**src/design/assert_macros.svh**
```systemverilog
// Assertion macros used by the integer to text formatter.
`ifndef ASSERT_MACROS_SVH
`define ASSERT_MACROS_SVH
`ifndef SYNTH
// Same-cycle implication, checked at every rising clock edge outside reset.
`define ASSERT_IMPLIES(label, clk, rst_n, ante, cons, msg) \
    label: assert property (@(posedge clk) disable iff (!(rst_n)) (ante) |-> (cons)) \
        else $error(msg);
// Next-cycle implication.
`define ASSERT_NEXT(label, clk, rst_n, ante, cons, msg) \
    label: assert property (@(posedge clk) disable iff (!(rst_n)) (ante) |=> (cons)) \
        else $error(msg);
`else
`define ASSERT_IMPLIES(label, clk, rst_n, ante, cons, msg)
`define ASSERT_NEXT(label, clk, rst_n, ante, cons, msg)
`endif
`endif

```
**src/design/itf_pkg.sv**
```systemverilog
package itf_pkg;

    localparam int VALUE_W    = 64;
    localparam int NUM_DIGITS = 20;
    localparam int HEX_DIGITS = 16;
    localparam int CHAR_W     = 7;

    localparam logic [CHAR_W-1:0] CHAR_ZERO  = 7'h30;
    localparam logic [CHAR_W-1:0] CHAR_LOWER = 7'h61;
    localparam logic [CHAR_W-1:0] CHAR_UPPER = 7'h41;
    localparam logic [CHAR_W-1:0] CHAR_MINUS = 7'h2d;

    typedef enum logic [1:0] {
        CMD_UDEC = 2'd0,
        CMD_SDEC = 2'd1,
        CMD_HEXL = 2'd2,
        CMD_HEXU = 2'd3
    } t_cmd;

    typedef enum logic [1:0] {
        ST_IDLE,
        ST_CONV,
        ST_SIGN,
        ST_EMIT
    } t_state;

    typedef enum logic [1:0] {
        CELL_HOLD,
        CELL_LOAD,
        CELL_DABBLE,
        CELL_DSHIFT
    } t_cell_op;

    typedef struct packed {
        logic [VALUE_W-1:0] value;
        t_cmd               cmd;
    } t_in_word;

    typedef struct packed {
        logic [CHAR_W-1:0] char_code;
        logic              last;
    } t_out_word;

    // ASCII for one digit; letters only occur in hex mode.
    function automatic logic [CHAR_W-1:0] digit_char(input logic [3:0] d,
                                                     input logic upper);
        logic [CHAR_W-1:0] base;
        base = upper ? CHAR_UPPER : CHAR_LOWER;
        if (d < 4'd10) begin
            digit_char = CHAR_ZERO + {3'b000, d};
        end else begin
            digit_char = base + {3'b000, d} - 7'd10;
        end
    endfunction

endpackage

```
**src/design/itf_cell.sv**
```systemverilog
module itf_cell (
    input  logic             i_clk,
    input  itf_pkg::t_cell_op i_op,
    input  logic [3:0]       i_load_digit,
    input  logic             i_bit,
    input  logic [3:0]       i_digit,
    output logic [3:0]       o_digit,
    output logic             o_bit
);
    import itf_pkg::*;

    logic [3:0] r_digit;
    logic [3:0] n_digit;
    logic [3:0] w_adj;

    // Add three before the shift so that the doubled digit carries at ten.
    assign w_adj   = (r_digit >= 4'd5) ? r_digit + 4'd3 : r_digit;
    assign o_bit   = w_adj[3];
    assign o_digit = r_digit;

    always_comb begin
        case (i_op)
            CELL_LOAD:   n_digit = i_load_digit;
            CELL_DABBLE: n_digit = {w_adj[2:0], i_bit};
            CELL_DSHIFT: n_digit = i_digit;
            default:     n_digit = r_digit;
        endcase
    end

    always_ff @(posedge i_clk) begin
        r_digit <= n_digit;
    end

endmodule

```
**src/design/integer_to_text_formatter.sv**
```systemverilog
// Integer to ASCII text formatter.
// Input channel: i_in_valid / o_in_stall carry one word holding a 64-bit value
// and a conversion code (unsigned decimal, signed decimal, hex lower or upper).
// Output channel: o_out_valid / i_out_stall carry one word per character, most
// significant first, with last set on the final character of the value.
// A word is taken only while the block is idle; it then works on that value alone.
// Decimal conversion runs a chain of twenty BCD digit cells, one value bit per
// cycle (shift and add three). Hex loads the nibbles straight into the cells.
// The chain then shifts one digit per cycle toward the output end, dropping
// leading zeros and handing each kept digit to the output register; a kept
// digit waits while the receiver stalls, but leading zeros drop out even then.
// The first digit is taken later the more leading zeros the value has.
// Stalls on the output hold the output register and pause the digit chain
// once a digit is ready to send.
// Reset is synchronous and active low; it returns the block to idle and drops
// the output valid. No clearing pass is needed.
module integer_to_text_formatter (
    input  logic               i_clk,
    input  logic               i_rst_n,
    input  logic               i_in_valid,
    output logic               o_in_stall,
    input  itf_pkg::t_in_word  i_in_word,
    output logic               o_out_valid,
    input  logic               i_out_stall,
    output itf_pkg::t_out_word o_out_word
);
    import itf_pkg::*;

    `include "assert_macros.svh"

    localparam int BIT_CNT_W = $clog2(VALUE_W);
    localparam int REM_W     = $clog2(NUM_DIGITS + 1);

    // Control state.
    t_state                r_state;
    t_state                n_state;
    logic [BIT_CNT_W-1:0]  r_bit_cnt;
    logic [REM_W-1:0]      r_rem;
    logic                  r_started;
    logic                  r_neg;
    logic                  r_upper;
    logic                  r_out_valid;

    // Payload.
    logic [VALUE_W-1:0]    r_shift;
    t_out_word             r_out_word;

    // Handshake and chain signals.
    logic                  w_in_acc;
    logic                  w_slot_free;
    logic                  w_in_neg;
    logic                  w_in_hex;
    logic [VALUE_W-1:0]    w_in_mag;
    logic [3:0]            w_top;
    logic                  w_emit_now;
    logic                  w_skip;
    logic                  w_emit;
    logic                  w_sign;
    t_cell_op              w_cell_op;
    logic [3:0]            w_digit [NUM_DIGITS];
    logic                  w_carry [NUM_DIGITS+1];

    assign o_in_stall  = (r_state != ST_IDLE);
    assign w_in_acc    = i_in_valid && !o_in_stall;
    assign w_slot_free = !r_out_valid || !i_out_stall;

    assign w_in_neg = (i_in_word.cmd == CMD_SDEC) && i_in_word.value[VALUE_W-1];
    assign w_in_hex = (i_in_word.cmd == CMD_HEXL) || (i_in_word.cmd == CMD_HEXU);
    // The two's complement of the most negative value is itself, which read as
    // unsigned is exactly its magnitude.
    assign w_in_mag = w_in_neg ? (~i_in_word.value + 1'b1) : i_in_word.value;

    // The most significant digit sits in the last cell of the chain.
    assign w_top      = w_digit[NUM_DIGITS-1];
    assign w_emit_now = r_started || (w_top != 4'd0) || (r_rem == REM_W'(1));

    // Next-state logic.
    always_comb begin
        n_state = r_state;
        case (r_state)
            ST_IDLE: begin
                if (w_in_acc) begin
                    n_state = w_in_hex ? ST_EMIT : ST_CONV;
                end
            end
            ST_CONV: begin
                if (r_bit_cnt == BIT_CNT_W'(VALUE_W - 1)) begin
                    n_state = r_neg ? ST_SIGN : ST_EMIT;
                end
            end
            ST_SIGN: begin
                if (w_slot_free) begin
                    n_state = ST_EMIT;
                end
            end
            ST_EMIT: begin
                if (w_slot_free && w_emit_now && (r_rem == REM_W'(1))) begin
                    n_state = ST_IDLE;
                end
            end
            default: n_state = ST_IDLE;
        endcase
    end

    // Output logic: what the chain does this cycle and what the output
    // register takes.
    always_comb begin
        w_skip    = 1'b0;
        w_emit    = 1'b0;
        w_sign    = 1'b0;
        w_cell_op = CELL_HOLD;
        case (r_state)
            ST_IDLE: begin
                if (w_in_acc) begin
                    w_cell_op = CELL_LOAD;
                end
            end
            ST_CONV: begin
                w_cell_op = CELL_DABBLE;
            end
            ST_SIGN: begin
                w_sign = w_slot_free;
            end
            ST_EMIT: begin
                // Leading zeros drop out without waiting on the receiver.
                w_skip = !w_emit_now;
                w_emit = w_emit_now && w_slot_free;
                if (w_skip || (w_emit && (r_rem != REM_W'(1)))) begin
                    w_cell_op = CELL_DSHIFT;
                end
            end
            default: begin
                w_cell_op = CELL_HOLD;
            end
        endcase
    end

    assign w_carry[0] = r_shift[VALUE_W-1];

    for (genvar gi = 0; gi < NUM_DIGITS; gi++) begin : g_cell
        logic [3:0] w_load_digit;
        logic [3:0] w_digit_in;

        // Hex nibbles fill the top cells so that the top nibble starts in the
        // last cell, with sixteen positions left to emit.
        if (gi >= NUM_DIGITS - HEX_DIGITS) begin : g_hex
            assign w_load_digit = w_in_hex ?
                i_in_word.value[4*(gi-(NUM_DIGITS-HEX_DIGITS)) +: 4] : 4'd0;
        end else begin : g_dec
            assign w_load_digit = 4'd0;
        end

        if (gi == 0) begin : g_first
            assign w_digit_in = 4'd0;
        end else begin : g_next
            assign w_digit_in = w_digit[gi-1];
        end

        itf_cell u_cell (
            .i_clk        (i_clk),
            .i_op         (w_cell_op),
            .i_load_digit (w_load_digit),
            .i_bit        (w_carry[gi]),
            .i_digit      (w_digit_in),
            .o_digit      (w_digit[gi]),
            .o_bit        (w_carry[gi+1])
        );
    end

    always_ff @(posedge i_clk) begin
        if (!i_rst_n) begin
            r_state     <= ST_IDLE;
            r_bit_cnt   <= '0;
            r_rem       <= '0;
            r_started   <= 1'b0;
            r_neg       <= 1'b0;
            r_upper     <= 1'b0;
            r_out_valid <= 1'b0;
        end else begin
            r_state <= n_state;
            if (w_in_acc) begin
                r_bit_cnt <= '0;
                r_rem     <= w_in_hex ? REM_W'(HEX_DIGITS) : REM_W'(NUM_DIGITS);
                r_started <= 1'b0;
                r_neg     <= w_in_neg;
                r_upper   <= (i_in_word.cmd == CMD_HEXU);
            end else begin
                if (r_state == ST_CONV) begin
                    r_bit_cnt <= r_bit_cnt + 1'b1;
                end
                if (w_skip || w_emit) begin
                    r_rem <= r_rem - 1'b1;
                end
                if (w_emit) begin
                    r_started <= 1'b1;
                end
            end
            if (w_emit || w_sign) begin
                r_out_valid <= 1'b1;
            end else if (!i_out_stall) begin
                r_out_valid <= 1'b0;
            end
        end
    end

    always_ff @(posedge i_clk) begin
        if (w_in_acc) begin
            r_shift <= w_in_mag;
        end else if (r_state == ST_CONV) begin
            r_shift <= {r_shift[VALUE_W-2:0], 1'b0};
        end
        if (w_sign) begin
            r_out_word.char_code <= CHAR_MINUS;
            r_out_word.last      <= 1'b0;
        end else if (w_emit) begin
            r_out_word.char_code <= digit_char(w_top, r_upper);
            r_out_word.last      <= (r_rem == REM_W'(1));
        end
    end

    assign o_out_valid = r_out_valid;
    assign o_out_word  = r_out_word;

    // Twenty digits hold any 64-bit magnitude, so nothing carries out of the
    // top cell while converting.
    `ASSERT_IMPLIES(a_no_top_carry, i_clk, i_rst_n, r_state == ST_CONV,
        !w_carry[NUM_DIGITS], "carry out of the top digit cell")
    // A digit position is always left while emitting.
    `ASSERT_IMPLIES(a_rem_nonzero, i_clk, i_rst_n, r_state == ST_EMIT,
        r_rem != '0, "emit state with no digit left")
    // The minus sign is only sent for a negative signed value.
    `ASSERT_IMPLIES(a_sign_neg, i_clk, i_rst_n, r_state == ST_SIGN,
        r_neg, "sign state on a non-negative value")
    // An accepted word always starts conversion or emission.
    `ASSERT_NEXT(a_accept_start, i_clk, i_rst_n, w_in_acc,
        (r_state == ST_CONV) || (r_state == ST_EMIT), "accepted word not started")

endmodule
```
**config.mk**
```make
export PLATFORM = sky130hd
export DESIGN_NAME = integer_to_text_formatter
export DESIGN_NICKNAME = d
export VERILOG_FILES = /design/src/design/itf_pkg.sv /design/src/design/itf_cell.sv /design/src/design/integer_to_text_formatter.sv
export VERILOG_INCLUDE_DIRS = /design/src /design/src/design
export SDC_FILE = /design/constraint.sdc
export NUM_CORES = 1
export LEC_CHECK = 0
export ABC_CLOCK_PERIOD_IN_PS = 20900
export BUFFER_PORTS_ARGS = -buffer_cell sky130_fd_sc_hd__buf_4
export CAP_MARGIN = 20
export CORE_ASPECT_RATIO = 0.7
export CORE_MARGIN = 5
export CORE_UTILIZATION = 56
export DETAILED_ROUTE_END_ITERATION = 10
export PLACE_DENSITY = 0.75
export SYNTH_ARGS = -nofsm -noshare
export SYNTH_HDL_FRONTEND = slang
export SYNTH_HIERARCHICAL = 1
export SYNTH_SLANG_ARGS = --single-unit
```
**constraint.sdc**
```tcl
create_clock -name i_clk -period 20.9 [get_ports i_clk]
set_input_delay 3.135 -clock i_clk [delete_from_list [all_inputs] [get_ports i_clk]]
set_output_delay 3.135 -clock i_clk [all_outputs]
set_load 0.01 [all_outputs]
```
======== After elaboration in Yosys (flattened, before gate mapping) ========
Index checks and enable logic that the tools add are counted.
storage, ports and cells
  word-level logic and storage cells ...... 201
  flip-flop bits (word level) ............. 169
  bits of input ports ..................... 70
  bits in writable memories ............... 0
  ROM bits ................................ 0
  memories ................................ 0
  latch bits .............................. 0
cells by class
  reductions and logical operators ........ 26
  add/subtract/negate cells ............... 26
  eq/ne operators ......................... 17
  order comparisons ....................... 21
  mux-type cells .......................... 79
  multipliers ............................. 0
  bitwise gates (word level) .............. 2
  shift operators ......................... 0
  div/mod/pow operators ................... 0
operators with widths
  cell                     number
  $pmux W4 S3              19
  $mux W64                 3
  $mux W4                  35
  $ge A4 B3 Y1 const B     20
  $add A4 B2 Y4 const B    19
  $add A64 B1 Y64 const B  1
  $not A64 Y64             1
  $eq A2 B2 Y1 const B     6
  $mux W2                  6
  $mux W5                  2
  $ne A2 B2 Y1 const B     4
  $pmux W2 S4              1
  $pmux W4 S2              1
  $reduce_bool A2 Y1       4
  $add A6 B4 Y7 const A    1
  $add A7 B4 Y7            1
  $logic_or A1 B1 Y1       7
  $mux W1                  7
  $mux W7                  1
  $sub A7 B4 Y7 const B    1
  $add A6 B1 Y6 const B    1
  $eq A2 B1 Y1 const B     3
  $eq A6 B6 Y1 const B     1
  $mux W3                  2
  16 further kinds         24

======== Logic depth before layout (Yosys ltp) ========
  depth in word-level cells ............... 11
  depth in mapped cells ................... 11
  gate-level depth less buffers ........... 11

======== Hierarchy ========
The synthesis kept the hierarchy.
modules (own cells, without submodules)
  module                     times used  area each (µm²)  cells each  seq. area each (µm²)
  itf_cell                   20          324.1            36          120.1
  integer_to_text_formatter  1           5,805.6          654         2,422.3

======== Worst setup path before layout ========
OpenSTA, ideal clock, no wires.
  path kind ............................... input to register
  start ................................... input port i_out_stall
  end ..................................... register g_cell[0].u_cell.r_digit[1], data pin
  buffers on the path ..................... 0
  stages on the path ...................... 6
  slack ................................... 10.916 ns
  library setup time ...................... 0.259 ns
  arrival ................................. 9.725 ns
  cell sequence ........................... a31oi_1 > nand2_1 > a21oi_1 > nand2b_2 > nor2_1 > a211o_1
between the ends
  word-level cells in the longest chain between the ends .. 10
  elaborated cells between the ends (all ways) .. 12
RTL lines
  what                                          line                              text
  start: declaration                            integer_to_text_formatter.sv:24   input logic i_out_stall,
  $logic_not A1 Y1 *                            --
  $logic_or A1 B1 Y1 *                          integer_to_text_formatter.sv:65   assign w_slot_free = !r_out_valid || !i_out_stall;
  $logic_and A1 B1 Y1 *                         integer_to_text_formatter.sv:127  w_emit = w_emit_now && w_slot_free;
  $logic_and A1 B1 Y1 *                         integer_to_text_formatter.sv:128  if (w_skip || (w_emit && (r_rem != REM_W'(1)))) begin
  $logic_or A1 B1 Y1 *                          integer_to_text_formatter.sv:128
  $mux W2 *                                     integer_to_text_formatter.sv:128
  $pmux W2 S3 *                                 integer_to_text_formatter.sv:112  case (r_state)
  net w_cell_op[0]                              integer_to_text_formatter.sv:59   t_cell_op w_cell_op;
  $eq A2 B1 Y1 or $eq A2 B2 Y1 (tied branches)  itf_cell.sv:22                    case (i_op)
  $reduce_or A2 Y1 (no line)                    --
  $pmux W4 S2 *                                 itf_cell.sv:22
  net g_cell[0].u_cell.n_digit[1]               itf_cell.sv:13                    logic [3:0] n_digit;
  end signal: assignment                        itf_cell.sv:31                    r_digit <= n_digit;
  end: declaration                              itf_cell.sv:12                    logic [3:0] r_digit;
Mark *: on every way through the listed nets, which the timed path passes. The rest lies on a longest branch.
A chain may end at the register's enable or synchronous reset.

======== Worst setup path after layout ========
  start ................................... input port i_out_stall
  end ..................................... register g_cell[9].u_cell.r_digit[1], data pin
between the ends
  word-level cells in the longest chain between the ends .. 9
  elaborated cells between the ends (all ways) .. 11
RTL lines
  what                                          line
  $logic_not A1 Y1 *                            --
  $logic_or A1 B1 Y1 *                          integer_to_text_formatter.sv:65
  $logic_and A1 B1 Y1 *                         integer_to_text_formatter.sv:127
  $logic_and A1 B1 Y1 *                         integer_to_text_formatter.sv:128
  $logic_or A1 B1 Y1 *                          integer_to_text_formatter.sv:128
  $mux W2 *                                     integer_to_text_formatter.sv:128
  $pmux W2 S3 *                                 integer_to_text_formatter.sv:112
  net w_cell_op[1]                              integer_to_text_formatter.sv:59
  $eq A2 B2 Y1 or $eq A2 B1 Y1 (tied branches)  itf_cell.sv:22
  $pmux W4 S3 *                                 itf_cell.sv:22
  net g_cell[9].u_cell.n_digit[1]               itf_cell.sv:13
  end signal: assignment                        itf_cell.sv:31
  end: declaration                              itf_cell.sv:12
Marked as above.

==> run summary <==
Cell Area, Synth: 0.01227 mm²
measured slew at the worst slew-check pin: 0.9757 ns
routed vias/inst: 5.668
most common cell after layout, fill and taps aside: nand2_1
final hold viol count: 0
Initial Util: 56.74%
max-cap viol count: 0
DIE AREA: 0.02501 mm²
HP Class: reg -> reg
H-tree depth: 4
Avg Inst Size Synth: 8.954 µm²
die height: 133.8 µm
Post-CTS Resized: 0
Reg area: 0.004825 mm²
setup TNS: 0 ns
clock insertion delay at the later pin of the skew report: 0.43 ns
# DRC: 0
vias in the first global route: 9392
CTS tree: yes
CTS Buf Count: 17
root buf cell: clkbuf_16
drt initial violations: 849
YS warnings: 6
final count of negative-setup-slack endpoints: 0
drt total wl: 27.40 mm
normalized max-slew margin: 34.95%
Worst Hold Path EP: o_out_word[3]
R2R depth: 11
# rows: 45
Final Wtd Congestion: 0.8174
final setup skew: 0.009501 ns
Pleak: 5.267 nW
Worst Path Max Fanout: 93
CP endpoint kind: flop
status: finished clean
min-delay src: o_out_word[3]
Power Density: 147.5 mW/mm²
Worst R2R End: g_cell[9].u_cell/o_digit[1]
multi-input logic area: 0.006970 mm²
routed via count: 9863
Arr. time, crit path: 6.35 ns
Startpoint Class: input pin
Fmax: 0.1620 GHz
R2R setup slack: 16.41 ns
Core ar.: 0.02162 mm²
clk slew on worst S/H paths: 0.06 ns
CP Class: in -> reg
antenna diode count: 0
average wire per standard cell: 15.75 µm
clk buf depth: 2
Final min period: 6.174 ns
Die W: 186.9 µm
DRT Pass-1 Iters: 6
Clock Sinks: 169
post-DP HPWL: 19.38 mm
commonest cells after routing, fill and taps aside: 164 x nand2_1, 144 x edfxtp_1, 122 x o21ai_0
share of layout cells above drive strength 1: 15.71%
peak supply drop: 0.07619 mV
NumNets Final: 1567
postcts setup bufs: 0
RSZ-0062 raised after global routing: false
Slew Viols, Final: 0
first-pass GRT wire length: 46.08 mm
Required @ worst endpoint: 21.07 ns
Tcrit/Tclk final: 29.54%
synthesized instance count: 1370
pin count of the biggest net entering global routing: 99
worst r2r src: g_cell[19].u_cell/o_digit[0]
total gr overflow: 0
Final ANT Viol Nets: 0
port bufs: 79
All-Layer GR Usage: 21.98%
Boundary Pins: 80
post-synthesis to final-layout area growth: 11.13%
filler cell count: 1830
hold_buf cts: 0
initial antenna violation count: 0
Hold Path Stages: 2
final core utilization: 63.05%
## stage by stage
stage / setup WS (ns) / instance area, µm² / cells / total power [mW] / hold WS, ns
3_3_place_gp: 14.42 / 13090 / 1708 / 1.661 / 0.4599
4_1_cts: 14.80 / 13630 / 1740 / 2.013 / 0.4732
2_1_floorplan: 10.92 / 12340 / 1389 / 1.513 / 0.4414
3_5_place_dp: 14.36 / 13090 / 1708 / 1.701 / 0.4573
5_1_grt: 14.41 / 13630 / 1740 / 2.176 / 0.5073
6_report: 14.73 / 13630 / 1740 / 2.011 / 0.4706
## report_power, final
part	switching [mW]	internal (mW)	total (mW)
clock network	0.131	0.174	0.305
registers	0.134	0.630	0.764
logic	0.564	0.379	0.943
total	0.828	1.18	2.01
## worst max path at each step
stage                            from                            to  slack, ns
after detailed placement  i_out_stall   g_cell[9].u_cell/o_digit[1]      14.36
after CTS                 i_out_stall   g_cell[9].u_cell/o_digit[1]      14.80
after global placement    i_out_stall   g_cell[8].u_cell/o_digit[1]      14.42
final                     i_out_stall   g_cell[9].u_cell/o_digit[1]      14.73
after floorplan           i_out_stall   g_cell[0].u_cell/o_digit[1]      10.92
after global routing      i_out_stall  g_cell[10].u_cell/o_digit[1]      14.41
## worst max-delay path, cell delays in order
cell	delay, ns
buf_4	0.12
a31oi_1	0.52
nand2_1	0.27
a21oi_4	0.19
buf_4	0.72
buf_4	0.80
o21ai_0	0.23
a211o_1	0.30
## area by class of cell
| type | instances | area share (%) |
|---|---|---|
| Clock buffer | 21 | 3.231 |
| Timing Repair Buffer | 86 | 4.736 |
| Clock inverter | 11 | 0.7710 |
| Multi-Input combinational cell | 1093 | 51.13 |
| Sequential cell | 169 | 35.39 |
| Tap cell | 282 | 2.588 |
| Inverter | 78 | 2.148 |
## flip-flops by register name, summed over array words and instances, names as in the netlist
signal and cells:
r_rem 5, r_shift 64, r_neg 1, r_state 2, g_cell.u_cell/o_digit 80, r_started 1, o_out_valid 1, r_upper 1
o_out_word 8, r_bit_cnt 6
## metal layers
layer	GRT usage [%]	vias to the layer above	part of all wire, %
li1	-	4970	-
met1	32.48	4551	50
met2	33.25	314	43
met3	4.422	28	6.1
met4	5.583	0	1.1
met5	0	-	0
Power figures use the tool's default switching activity.
